File: src/rtl/yiqnpc_pkg.sv
// Shared types, sizes and YIQ coefficients for the nearest palette colour block.
// Depends on nothing; every other file imports it.
package yiqnpc_pkg;

   // palette depth and derived widths
   localparam int MAX_PALETTE = 256;
   localparam int IDX_W       = $clog2(MAX_PALETTE);
   localparam int CNT_W       = $clog2(MAX_PALETTE + 1);

   localparam int SIZE_W      = 9;
   localparam int COLOUR_W    = 8;
   localparam int ENTRY_W     = 3 * COLOUR_W;

   // arithmetic widths: differences, products, YIQ sums, magnitudes, squares, total
   localparam int DIFF_W      = COLOUR_W + 1;
   localparam int COEF_W      = 15;
   localparam int PROD_W      = 23;
   localparam int SUM_W       = 24;
   localparam int MAG_W       = SUM_W - 1;
   localparam int SQ_W        = 2 * MAG_W;
   localparam int TOT_W       = SQ_W + 2;
   localparam int DIST_SHIFT  = 28;
   localparam int DIST_W      = 18;

   localparam logic [SIZE_W-1:0] SIZE_RESET = SIZE_W'(16);

   // function codes
   localparam logic FUNC_LOAD  = 1'b0;
   localparam logic FUNC_QUERY = 1'b1;

   // YIQ coefficients scaled by 2^14 (magnitudes; signs applied in the sums)
   localparam logic signed [COEF_W-1:0] CY_R = 15'sd4899;
   localparam logic signed [COEF_W-1:0] CY_G = 15'sd9617;
   localparam logic signed [COEF_W-1:0] CY_B = 15'sd1868;
   localparam logic signed [COEF_W-1:0] CI_R = 15'sd9760;
   localparam logic signed [COEF_W-1:0] CI_G = 15'sd4497;
   localparam logic signed [COEF_W-1:0] CI_B = 15'sd5264;
   localparam logic signed [COEF_W-1:0] CQ_R = 15'sd3464;
   localparam logic signed [COEF_W-1:0] CQ_G = 15'sd8562;
   localparam logic signed [COEF_W-1:0] CQ_B = 15'sd5098;

   typedef struct packed {
      logic                func;
      logic [7:0]          entry_index;
      logic [COLOUR_W-1:0] red;
      logic [COLOUR_W-1:0] green;
      logic [COLOUR_W-1:0] blue;
   } req_type;

   typedef struct packed {
      logic [7:0]        best_index;
      logic [DIST_W-1:0] best_distance;
   } rsp_type;

   typedef enum logic [1:0] {
      ST_IDLE,
      ST_ISSUE,
      ST_DRAIN,
      ST_DONE
   } state_type;

   // controller to datapath
   typedef struct packed {
      logic             wr_en;
      logic             start;
      logic             issue;
      logic [IDX_W-1:0] rd_addr;
      logic             load_rsp;
   } dp_cmd_type;

   // datapath to controller
   typedef struct packed {
      logic busy;
   } dp_status_type;

endpackage

File: src/rtl/yiqnpc_ctrl.sv
// Controller for the nearest palette colour block: handshakes, size register, search sequencing.
// Depends on yiqnpc_pkg.
module yiqnpc_ctrl (
   input  logic                              clock,
   input  logic                              reset,
   input  logic                              req_valid,
   output logic                              req_ready,
   input  yiqnpc_pkg::req_type               req_data,
   input  logic                              csr_valid,
   output logic                              csr_ready,
   input  logic [yiqnpc_pkg::SIZE_W-1:0]     csr_data,
   output logic                              rsp_valid,
   input  logic                              rsp_ready,
   output yiqnpc_pkg::dp_cmd_type            cmd,
   input  yiqnpc_pkg::dp_status_type         status
);
   import yiqnpc_pkg::*;

   state_type          state_ff, state_in;
   logic [SIZE_W-1:0]  size_ff;
   logic [CNT_W-1:0]   count_ff, count_in;
   logic               rsp_valid_ff, rsp_valid_in;
   logic [CNT_W-1:0]   n_eff;
   logic               req_xfer;
   logic               last_issue;
   logic               out_free;

   assign csr_ready = 1'b1;
   assign rsp_valid = rsp_valid_ff;
   assign req_xfer  = req_valid && req_ready;
   assign out_free  = !rsp_valid_ff || rsp_ready;

   // clamp the searched count to 1 .. MAX_PALETTE
   always_comb begin
      if (size_ff == '0) begin
         n_eff = CNT_W'(1);
      end else if (size_ff > SIZE_W'(MAX_PALETTE)) begin
         n_eff = CNT_W'(MAX_PALETTE);
      end else begin
         n_eff = CNT_W'(size_ff);
      end
   end

   assign last_issue = (count_ff == n_eff - CNT_W'(1));

   always_ff @(posedge clock) begin
      if (reset) begin
         size_ff <= SIZE_RESET;
      end else if (csr_valid && csr_ready) begin
         size_ff <= csr_data;
      end
   end

   always_comb begin
      state_in = state_ff;
      case (state_ff)
         ST_IDLE: begin
            if (req_xfer && req_data.func == FUNC_QUERY) begin
               state_in = ST_ISSUE;
            end
         end
         ST_ISSUE: begin
            if (last_issue) begin
               state_in = ST_DRAIN;
            end
         end
         ST_DRAIN: begin
            if (!status.busy) begin
               state_in = ST_DONE;
            end
         end
         ST_DONE: begin
            if (out_free) begin
               state_in = ST_IDLE;
            end
         end
         default: state_in = ST_IDLE;
      endcase
   end

   always_comb begin
      req_ready    = 1'b0;
      cmd          = '0;
      cmd.rd_addr  = count_ff[IDX_W-1:0];
      count_in     = count_ff;
      rsp_valid_in = rsp_valid_ff && !rsp_ready;
      case (state_ff)
         ST_IDLE: begin
            req_ready = 1'b1;
            count_in  = '0;
            // ready is high throughout idle, so valid alone marks the transfer
            if (req_valid) begin
               cmd.wr_en = (req_data.func == FUNC_LOAD) &&
                           ({1'b0, req_data.entry_index} < 9'(MAX_PALETTE));
               cmd.start = (req_data.func == FUNC_QUERY);
            end
         end
         ST_ISSUE: begin
            cmd.issue = 1'b1;
            count_in  = count_ff + CNT_W'(1);
         end
         ST_DRAIN: begin
         end
         ST_DONE: begin
            if (out_free) begin
               cmd.load_rsp = 1'b1;
               rsp_valid_in = 1'b1;
            end
         end
         default: begin
         end
      endcase
   end

   always_ff @(posedge clock) begin
      if (reset) begin
         state_ff     <= ST_IDLE;
         count_ff     <= '0;
         rsp_valid_ff <= 1'b0;
      end else begin
         state_ff     <= state_in;
         count_ff     <= count_in;
         rsp_valid_ff <= rsp_valid_in;
      end
   end

endmodule

File: config.mk
export PLATFORM = sky130hd
export DESIGN_NAME = yiqnpc_ctrl
export DESIGN_NICKNAME = d
export VERILOG_FILES = /design/src/rtl/yiqnpc_pkg.sv /design/src/rtl/yiqnpc_ctrl.sv
export SDC_FILE = /design/constraint.sdc
export NUM_CORES = 1
export LEC_CHECK = 0
export ABC_CLOCK_PERIOD_IN_PS = 3400
export BUFFER_PORTS_ARGS = -buffer_cell sky130_fd_sc_hd__buf_2
export CORE_ASPECT_RATIO = 0.5
export CORE_UTILIZATION = 32
export DETAILED_ROUTE_END_ITERATION = 10
export GPL_TIMING_DRIVEN = 0
export HOLD_SLACK_MARGIN = 0.06
export PLACE_DENSITY_LB_ADDON = 0.1
export SLEW_MARGIN = 20
export SYNTH_ARGS = -nofsm -noshare
export SYNTH_HDL_FRONTEND = slang
export SYNTH_SLANG_ARGS = --single-unit
export TNS_END_PERCENT = 20
File: constraint.sdc
create_clock -name clock -period 3.4 [get_ports clock]
set_input_delay 0.68 -clock clock [delete_from_list [all_inputs] [get_ports clock]]
set_output_delay 0.68 -clock clock [all_outputs]
set_load 0.02 [all_outputs]
; Word-level counts from Yosys, hierarchy flattened
; Index checks and enable logic that the tools add are counted.
[op_classes]
muxes = 16
addsub = 2
reduce_logical = 10
n_eq_ne = 8
n_bitwise = 1
order_cmp = 1
[ops]
columns = operator, n
row1 = $mux 9, 2
row2 = $pmux 9 s2, 1
row3 = $mux 2, 6
row4 = $add 9x1->9 const B, 1
row5 = $eq 9x9->1, 1
row6 = $gt 9x9->1 const B, 1
row7 = $logic_not 9->1, 1
row8 = $sub 9x1->9 const B, 1
row9 = $ne 2x2->1 const B, 4
row10 = $pmux 2 s4, 1
row11 = $mux 1, 6
row12 = $eq 2x2->1 const B, 2
row13 = $reduce_and 4->1, 1
row14 = $logic_and 1x1->1, 3
row15 = $eq 2x1->1 const B, 1
row16 = $logic_not 1->1, 2
row17 = $logic_not 2->1, 1
row18 = $reduce_bool 2->1, 1
row19 = $logic_or 1x1->1, 1
row20 = $not 1->1, 1
[word_totals]
wordCells = 42
output_inout_bits = 15
regBits = 21
input_bits = 48

; Depth between registers and ports, before layout
; Gate-level depths: netlist of the first run.
[depth]
depth_word = 7
mapped_depth = 11
mapped_depth_nobuf = 9

; Worst setup path before layout of the first run
; OpenSTA, ideal clock, no wires.
[synth_timing]
path_type = flip-flop to flip-flop
startpoint = register size_ff[8]
endpoint = register state_ff[0]
t_arrival_ns = 2.823
t_required_ns = 3.278
setup_ns = 0.122
path_slack_ns = 0.455
synth_period_minus_slack_ns = 2.945
path_stages_with_launch = 12
path_cell_list = dfxtp_1 -> clkbuf_1 -> clkbuf_1 -> or2b_1 -> ha_1 -> clkbuf_1 -> or3b_1 -> o41a_1 -> xnor2_1 -> a2111oi_4 -> a21oi_2 -> o311a_1
[synth_via]
elab_chain_len = 7
elab_cells_between_ends = 8
cone_classes = 1 x add/sub / 1 x order compare / 2 x eq/ne / 2 x mux / 2 x reduce/logical
[synth_lines]
columns = item, line_no
row1 = start: declaration, yiqnpc_ctrl.sv:20  ; logic [SIZE_W-1:0] size_ff;
row2 = start signal: assignment, yiqnpc_ctrl.sv:50  ; size_ff <= csr_data;
row3 = $gt 9x9->1, yiqnpc_ctrl.sv:37  ; end else if (size_ff > SIZE_W'(MAX_PALETTE)) begin
row4 = $mux 9, yiqnpc_ctrl.sv:37
row5 = $mux 9 (*), yiqnpc_ctrl.sv:35  ; if (size_ff == '0) begin
row6 = $sub 9x1->9 (*), yiqnpc_ctrl.sv:44  ; assign last_issue = (count_ff == n_eff - CNT_W'(1));
row7 = $eq 9x9->1 (*), yiqnpc_ctrl.sv:44
row8 = $ne 2x2->1 (no line) (*), --
row9 = $reduce_and 4->1 (no line) (*), --
row10 = end signal: assignment, yiqnpc_ctrl.sv:121  ; state_ff <= state_in;
row11 = end: declaration, yiqnpc_ctrl.sv:19  ; state_type state_ff, state_in;
; Mark *: on every way between the ends. The rest lies on a longest branch, timed or not.
; A chain may end at the register's enable or synchronous reset.

; Final worst setup path of the first run
; Ends and elaborated chain as after synthesis.

==> impl_metrics.env, run 1 <==
export IMPL_outcome="completed"
export IMPL_skew_ps=5.94
export IMPL_final_cells=250
export IMPL_start_util_pct=34.9
export IMPL_critical_path_arrival_ps=3380
export IMPL_drc=0
export IMPL_syn_area_per_cell_um2=8.48
export IMPL_place_inst=249
export IMPL_total_leakage_power_nw=0.714
export IMPL_rows=16
export IMPL_grt_ovfl_total=0
export IMPL_hold_buffers=0
export IMPL_dr_pass1_iters=4
export IMPL_min_period_ps=3210
export IMPL_antenna_found_initial=0
export IMPL_numCtsBuffers=3
export IMPL_core_area_um2=4080
export IMPL_drt_iter0_drc=20
export IMPL_critPathLaunchType="flip-flop"
export IMPL_hold_violations=0
export IMPL_synth_cell_types=44
export IMPL_drv_slew=0
export IMPL_cts_root_buf="clkbuf_8"
export IMPL_track_usage_pct=14.4
export IMPL_syn2layout_area_growth_pct=16.8
export IMPL_maxCapViolCount=0
export IMPL_fin_crit_sh_pct=94.4
export IMPL_required_ps=3570
export IMPL_worst_ir_drop_vdd_uv=451
export IMPL_die_area_um2=4740
export IMPL_mappedNetlistArea_um2=1420
export IMPL_wl_per_cell_um=12.8
export IMPL_critPathMaxFanout=10
export IMPL_crit_path_end_kind="flip-flop"
export IMPL_drive_gt1_share_pct=23.5
export IMPL_die_h_um=49.2
export IMPL_cts_buffer_depth=2
export IMPL_n_fill_cell=443
export IMPL_antennaDiodeCount=0
export IMPL_h_tree_depth=1
export IMPL_p_total_mw=0.810
export IMPL_rsz0062_at_grt="no"
export IMPL_clk_latency_ps=270
export IMPL_vias_per_cell=4.89
export IMPL_startpoint="size_ff[8]"
export IMPL_routabilityCongestion=0.728
export IMPL_grt_pass1_wl_um=5220
export IMPL_r2r_setup_slack_ps=190
export IMPL_async_flop_share_pct=0
export IMPL_grt_pass1_vias=1090
export IMPL_seq_area_frac_synth_pct=29.5
export IMPL_synthCells=168
export IMPL_synth_edf_count=0
export IMPL_cts_tree="done"
export IMPL_setup_worst_path_end="state_ff[0]"
export IMPL_reg2reg_to="state_ff[0]"
export IMPL_grt_max_degree=13
export IMPL_synth_top_flop_cell="dfxtp_1"
export IMPL_pin_count=63
export IMPL_setup_viol=0
export IMPL_cts_sink_count=21
export IMPL_ys_ff_latch=21
export IMPL_clock_fmax_mhz=311
export IMPL_cts_setup_buffers=0
export IMPL_worst_slew_pin_slew_ps=647
export IMPL_fin_nets=251
export IMPL_dp_hpwl_um=2410
export IMPL_synth_nets=222
export IMPL_slew_headroom_pct=56.9
export IMPL_synth_warnings=0
export IMPL_hold_class="reg -> reg"
export IMPL_routed_wl_um=3190
export IMPL_chipWidth_um=96.3
export IMPL_p_per_area_nw_per_um2=487
export IMPL_path_class="reg -> reg"
export IMPL_reg2regPathDepth=10
export IMPL_antenna_left=0
export IMPL_r2r_start="size_ff[8]"
export IMPL_vias=1222
export IMPL_clk_pin_slew_ps=80
export IMPL_io_buffers=27
[critical path: stages (launching register included)]
cell and delay (ps):
dfxtp_1 540, nor4_1 110, a21oi_1 290, ha_1 190, clkbuf_1 280, or3b_1 470
o41a_1 360, xnor2_1 160, a2111oi_4 280, a21oi_2 120, o311a_1 290
[per-stage QoR]
stage               area, um^2  util [%]  hold slack, ps  TNS [ps]  setup slack, ps
floorplan                 1420         -             471         0              455
global placement          1630      39.8             489     -28.9            -28.9
detailed placement        1630      39.8             509         0             5.95
CTS                       1670      41.0             522         0             44.6
global route              1660      40.7             544         0             8.75
finish                    1660      40.7             513         0              189
[timing repair]
action	CTS	global route
endpoints found under the setup margin	1	1
resized for setup	1	0
endpoints found under the hold margin	0	0
[placed cells by master, fill, tap and decap left out, drive strengths merged, types with 3 or more instances in the layout]
cell / count
o21a: 3
nor2: 20
dfxtp: 21
ha: 6
a21oi: 11
nand3: 6
nor2b: 3
clkbuf: 9
or3: 3
nor4: 4
inv: 7
o211ai: 3
or4: 3
nand2: 8
buf: 36
mux2i: 13
xor2: 3
xnor2: 6
[flip-flops by register name, indices dropped and copies added (netlist names)]
name	count
count_ff	9
size_ff	9
state_ff	2
rsp_valid	1
[worst min path at each step]
stage	from	endpoint	slack (ps)	cells past startpoint
after floorplan	state_ff[1]	state_ff[1]	470	2
after global placement	state_ff[1]	state_ff[1]	490	2
after detailed placement	state_ff[1]	state_ff[1]	510	2
after CTS	state_ff[1]	state_ff[1]	520	2
after global routing	state_ff[1]	state_ff[1]	540	2
final	state_ff[1]	state_ff[1]	510	2
[area by class of cell]
cell class	instances	area, um^2	area share, %
plain buffers	15	91.3	5.49
clock buffers	3	41.3	2.48
clock inverters	1	5.00	0.301
inverters	7	26.3	1.58
multi-input cells	122	876	52.7
flip-flops and latches	21	420	25.3
well taps	54	67.6	4.06
repair buffers	27	135	8.13
[cells in the mapped netlist (2+ instances only)]
cell / number / area (um^2)
dfxtp_1: 21 / 420
clkbuf_1: 9 / 33.8
or3_1: 3 / 18.8
mux2i_1: 13 / 130
buf_4: 9 / 67.6
o211ai_1: 3 / 22.5
a21oi_1: 10 / 50.1
nor2b_1: 3 / 18.8
nand2b_1: 2 / 12.5
o21ai_0: 2 / 10.0
inv_1: 7 / 26.3
xnor2_1: 6 / 52.6
nand2_1: 8 / 30.0
nor2_1: 20 / 75.1
o221ai_1: 2 / 17.5
o21a_1: 3 / 22.5
nor3_1: 2 / 10.0
nor4_1: 4 / 25.0
or4_4: 2 / 22.5
xor2_1: 3 / 26.3
nand3_1: 6 / 30.0
a211oi_1: 2 / 15.0
ha_1: 6 / 75.1
a21boi_0: 2 / 15.0
[where the power goes]
group | internal (mW) | switching, mW | total (mW) | leakage, nW
clock | 0.0819 | 0.0895 | 0.171 | 0.0255
sequential | 0.268 | 0.0311 | 0.299 | 0.172
combinational | 0.137 | 0.203 | 0.339 | 0.517
[metal layers]
layer  wire [um]  global-route usage [%]  up-vias
li1            -                       -      646
met1        1770                    20.6      550
met2        1240                    21.4       24
met3         165                    4.67        2
met4          10                    2.21        0
met5           0                       0        -
[kinds of logic after synthesis]
kind of cell | count (synthesis) | share of synthesized area, %
AND/OR/NAND/NOR | 60 | 23.6
AO/OA/AOI/OAI | 33 | 17.8
buffers and inverters | 25 | 8.96
flip-flops | 21 | 29.5
multiplexers | 13 | 9.14
XOR/XNOR | 9 | 5.54
adder cells (fa/ha/maj) | 6 | 5.27
other | 1 | 0.263
Note: power is estimated with default switching activity, not from simulation.
==> run 2: changes to the inputs <==
--- a/config.mk
+++ b/config.mk
@@ -5,7 +5,7 @@
 export SDC_FILE = /design/constraint.sdc
 export NUM_CORES = 1
 export LEC_CHECK = 0
-export ABC_CLOCK_PERIOD_IN_PS = 3400
+export ABC_CLOCK_PERIOD_IN_PS = 3100
 export BUFFER_PORTS_ARGS = -buffer_cell sky130_fd_sc_hd__buf_2
 export CORE_ASPECT_RATIO = 0.5
 export CORE_UTILIZATION = 32
==> constraint.sdc (replaced) <==
create_clock -name clock -period 3.1 [get_ports clock]
set_input_delay 0.62 -clock clock [delete_from_list [all_inputs] [get_ports clock]]
set_output_delay 0.62 -clock clock [all_outputs]
set_load 0.02 [all_outputs]
==> impl_metrics.env, run 2 (same netlist as run 1, synthesis figures left out) <==
export IMPL_outcome="completed"
export IMPL_skew_ps=5.93
export IMPL_setup_viol=0
export IMPL_clk_latency_ps=270
export IMPL_hold_depth=2
export IMPL_maxCapViolCount=0
export IMPL_final_cell_mix="buf_2, nor2_1, dfxtp_1"
export IMPL_drt_iter0_drc=20
export IMPL_critPathLaunchType="flip-flop"
export IMPL_total_leakage_power_nw=0.713
export IMPL_grt_pass1_vias=1092
export IMPL_grt_pass1_wl_um=5230
export IMPL_pin_count=63
export IMPL_crit_path_end_kind="flip-flop"
export IMPL_drive_gt1_share_pct=26.2
export IMPL_whs_endpoint="state_ff[1]"
export IMPL_antenna_left=0
export IMPL_gr_usage_met3_pct=4.67
export IMPL_routabilityCongestion=0.728
export IMPL_p_per_area_nw_per_um2=534
export IMPL_layout_commonest_cell="buf_2"
export IMPL_fin_nets=250
export IMPL_wl_per_cell_um=12.8
export IMPL_routed_wl_um=3180
export IMPL_dr_pass1_iters=4
export IMPL_drv_slew=0
export IMPL_fin_ws_ps=191
export IMPL_slew_headroom_pct=56.6
export IMPL_h_tree_depth=1
export IMPL_antennaDiodeCount=0
export IMPL_place_ws_ps=-294
export IMPL_cts_tree="done"
export IMPL_vias_per_cell=4.88
export IMPL_antenna_found_initial=0
export IMPL_rows=16
export IMPL_r2r_start="size_ff[8]"
export IMPL_min_period_ps=2910
export IMPL_clk_pin_slew_ps=80
export IMPL_met2_usage_pct=21.4
export IMPL_dp_hpwl_um=2410
export IMPL_start_util_pct=34.9
export IMPL_final_util_pct=40.8
export IMPL_fin_crit_sh_pct=93.8
export IMPL_die_h_um=49.2
export IMPL_min_delay_start="state_ff[1]"
export IMPL_hold_class="reg -> reg"
export IMPL_grt_max_degree=13
export IMPL_grt_busiest_layer="met2"
export IMPL_syn2layout_area_growth_pct=17.0
export IMPL_chipWidth_um=96.3
export IMPL_cts_root_buf="clkbuf_8"
export IMPL_numCtsBuffers=3
export IMPL_critical_path_arrival_ps=3070
export IMPL_critPathMaxFanout=10
export IMPL_rsz0062_at_grt="no"
export IMPL_io_buffers=27
export IMPL_track_usage_pct=14.4
export IMPL_largestRegisters="count_ff: 9 flops, size_ff: 9 flops, state_ff: 2 flops"
export IMPL_drc=0
export IMPL_core_area_um2=4080
export IMPL_grt_ovfl_total=0
export IMPL_path_class="reg -> reg"
export IMPL_cts_buffer_depth=2
export IMPL_cts_sink_count=21
export IMPL_hold_violations=0
export IMPL_reg2reg_to="state_ff[0]"
export IMPL_vias=1215
export IMPL_r2r_setup_slack_ps=190
export IMPL_grt_met1_usage_pct=20.7
export IMPL_required_ps=3270
export IMPL_worst_slew_pin_slew_ps=651
export IMPL_die_area_um2=4740
export IMPL_reg2regPathDepth=9
export IMPL_clock_fmax_mhz=344
export IMPL_worst_ir_drop_vdd_uv=495
[run 2: cell types whose count changed in the layout (fill, tap and decap cells not counted)]
cell      delta
dfxtp_1      -4
ha_1         -1
clkbuf_1     -1
ha_2         +1
dfxtp_2      +4
[run 2: how the worst max path moves through the flow]
stage	from	end	slack (ps)	depth (start not counted)
2_1_floorplan	size_ff[8]	state_ff[0]	160	11
3_3_place_gp	size_ff[8]	state_ff[0]	-330	11
3_5_place_dp	size_ff[8]	state_ff[0]	-290	11
4_1_cts	size_ff[4]	state_ff[0]	40	9
5_1_grt	size_ff[8]	state_ff[0]	40	9
6_report	size_ff[8]	state_ff[0]	190	9
[run 2: through the flow]
step / setup TNS, ps / cell area [um^2] / power [mW] / cells / hold slack [ps]
after floorplan: 0 / 1420 / 0.618 / 168 / 471
after global placement: -502 / 1630 / 0.703 / 249 / 489
after detailed placement: -431 / 1630 / 0.709 / 249 / 509
after CTS: 0 / 1660 / 0.900 / 249 / 522
after global routing: 0 / 1670 / 0.961 / 249 / 544
final: 0 / 1670 / 0.890 / 249 / 513
[run 2: what timing repair did]
action,in CTS,in global routing
hold buffers,0,0
buffers inserted,0,0
endpoints found under the setup margin,2,1
resized for setup,2,4
cloned,0,0
pin swaps,0,0
[run 2: worst max-delay path, cell delays in order (launching register included)]
cell and delay (ps):
dfxtp_2 440, nor4_1 90, a21oi_1 290, ha_2 330
or3b_1 450, o41a_1 360, xnor2_1 160, a2111oi_4 280
a21oi_2 120, o311a_1 290
[run 2: final cells by class]
type | count | area, um^2
Buffer | 14 | 87.6
Clock buffer | 3 | 41.3
Clock inverter | 1 | 5.00
Fill cell | 439 | 2420
Inverter | 7 | 26.3
Multi-Input combinational cell | 122 | 878
Sequential cell | 21 | 425
Tap cell | 54 | 67.6
Timing Repair Buffer | 27 | 135
[run 2: where the power goes]
group / internal (mW) / switching [mW]
clock network: 0.0899 / 0.0981
registers: 0.295 / 0.0340
logic: 0.151 / 0.222
[run 2: per-layer routing]
| metal | share of wire, % | wire (um) | vias up |
|---|---|---|---|
| li1 | - | - | 643 |
| met2 | 39 | 1230 | 24 |
| met1 | 56 | 1770 | 546 |
| met3 | 5.2 | 165 | 2 |
| met4 | 0.31 | 10 | 0 |
| met5 | 0 | 0 | - |
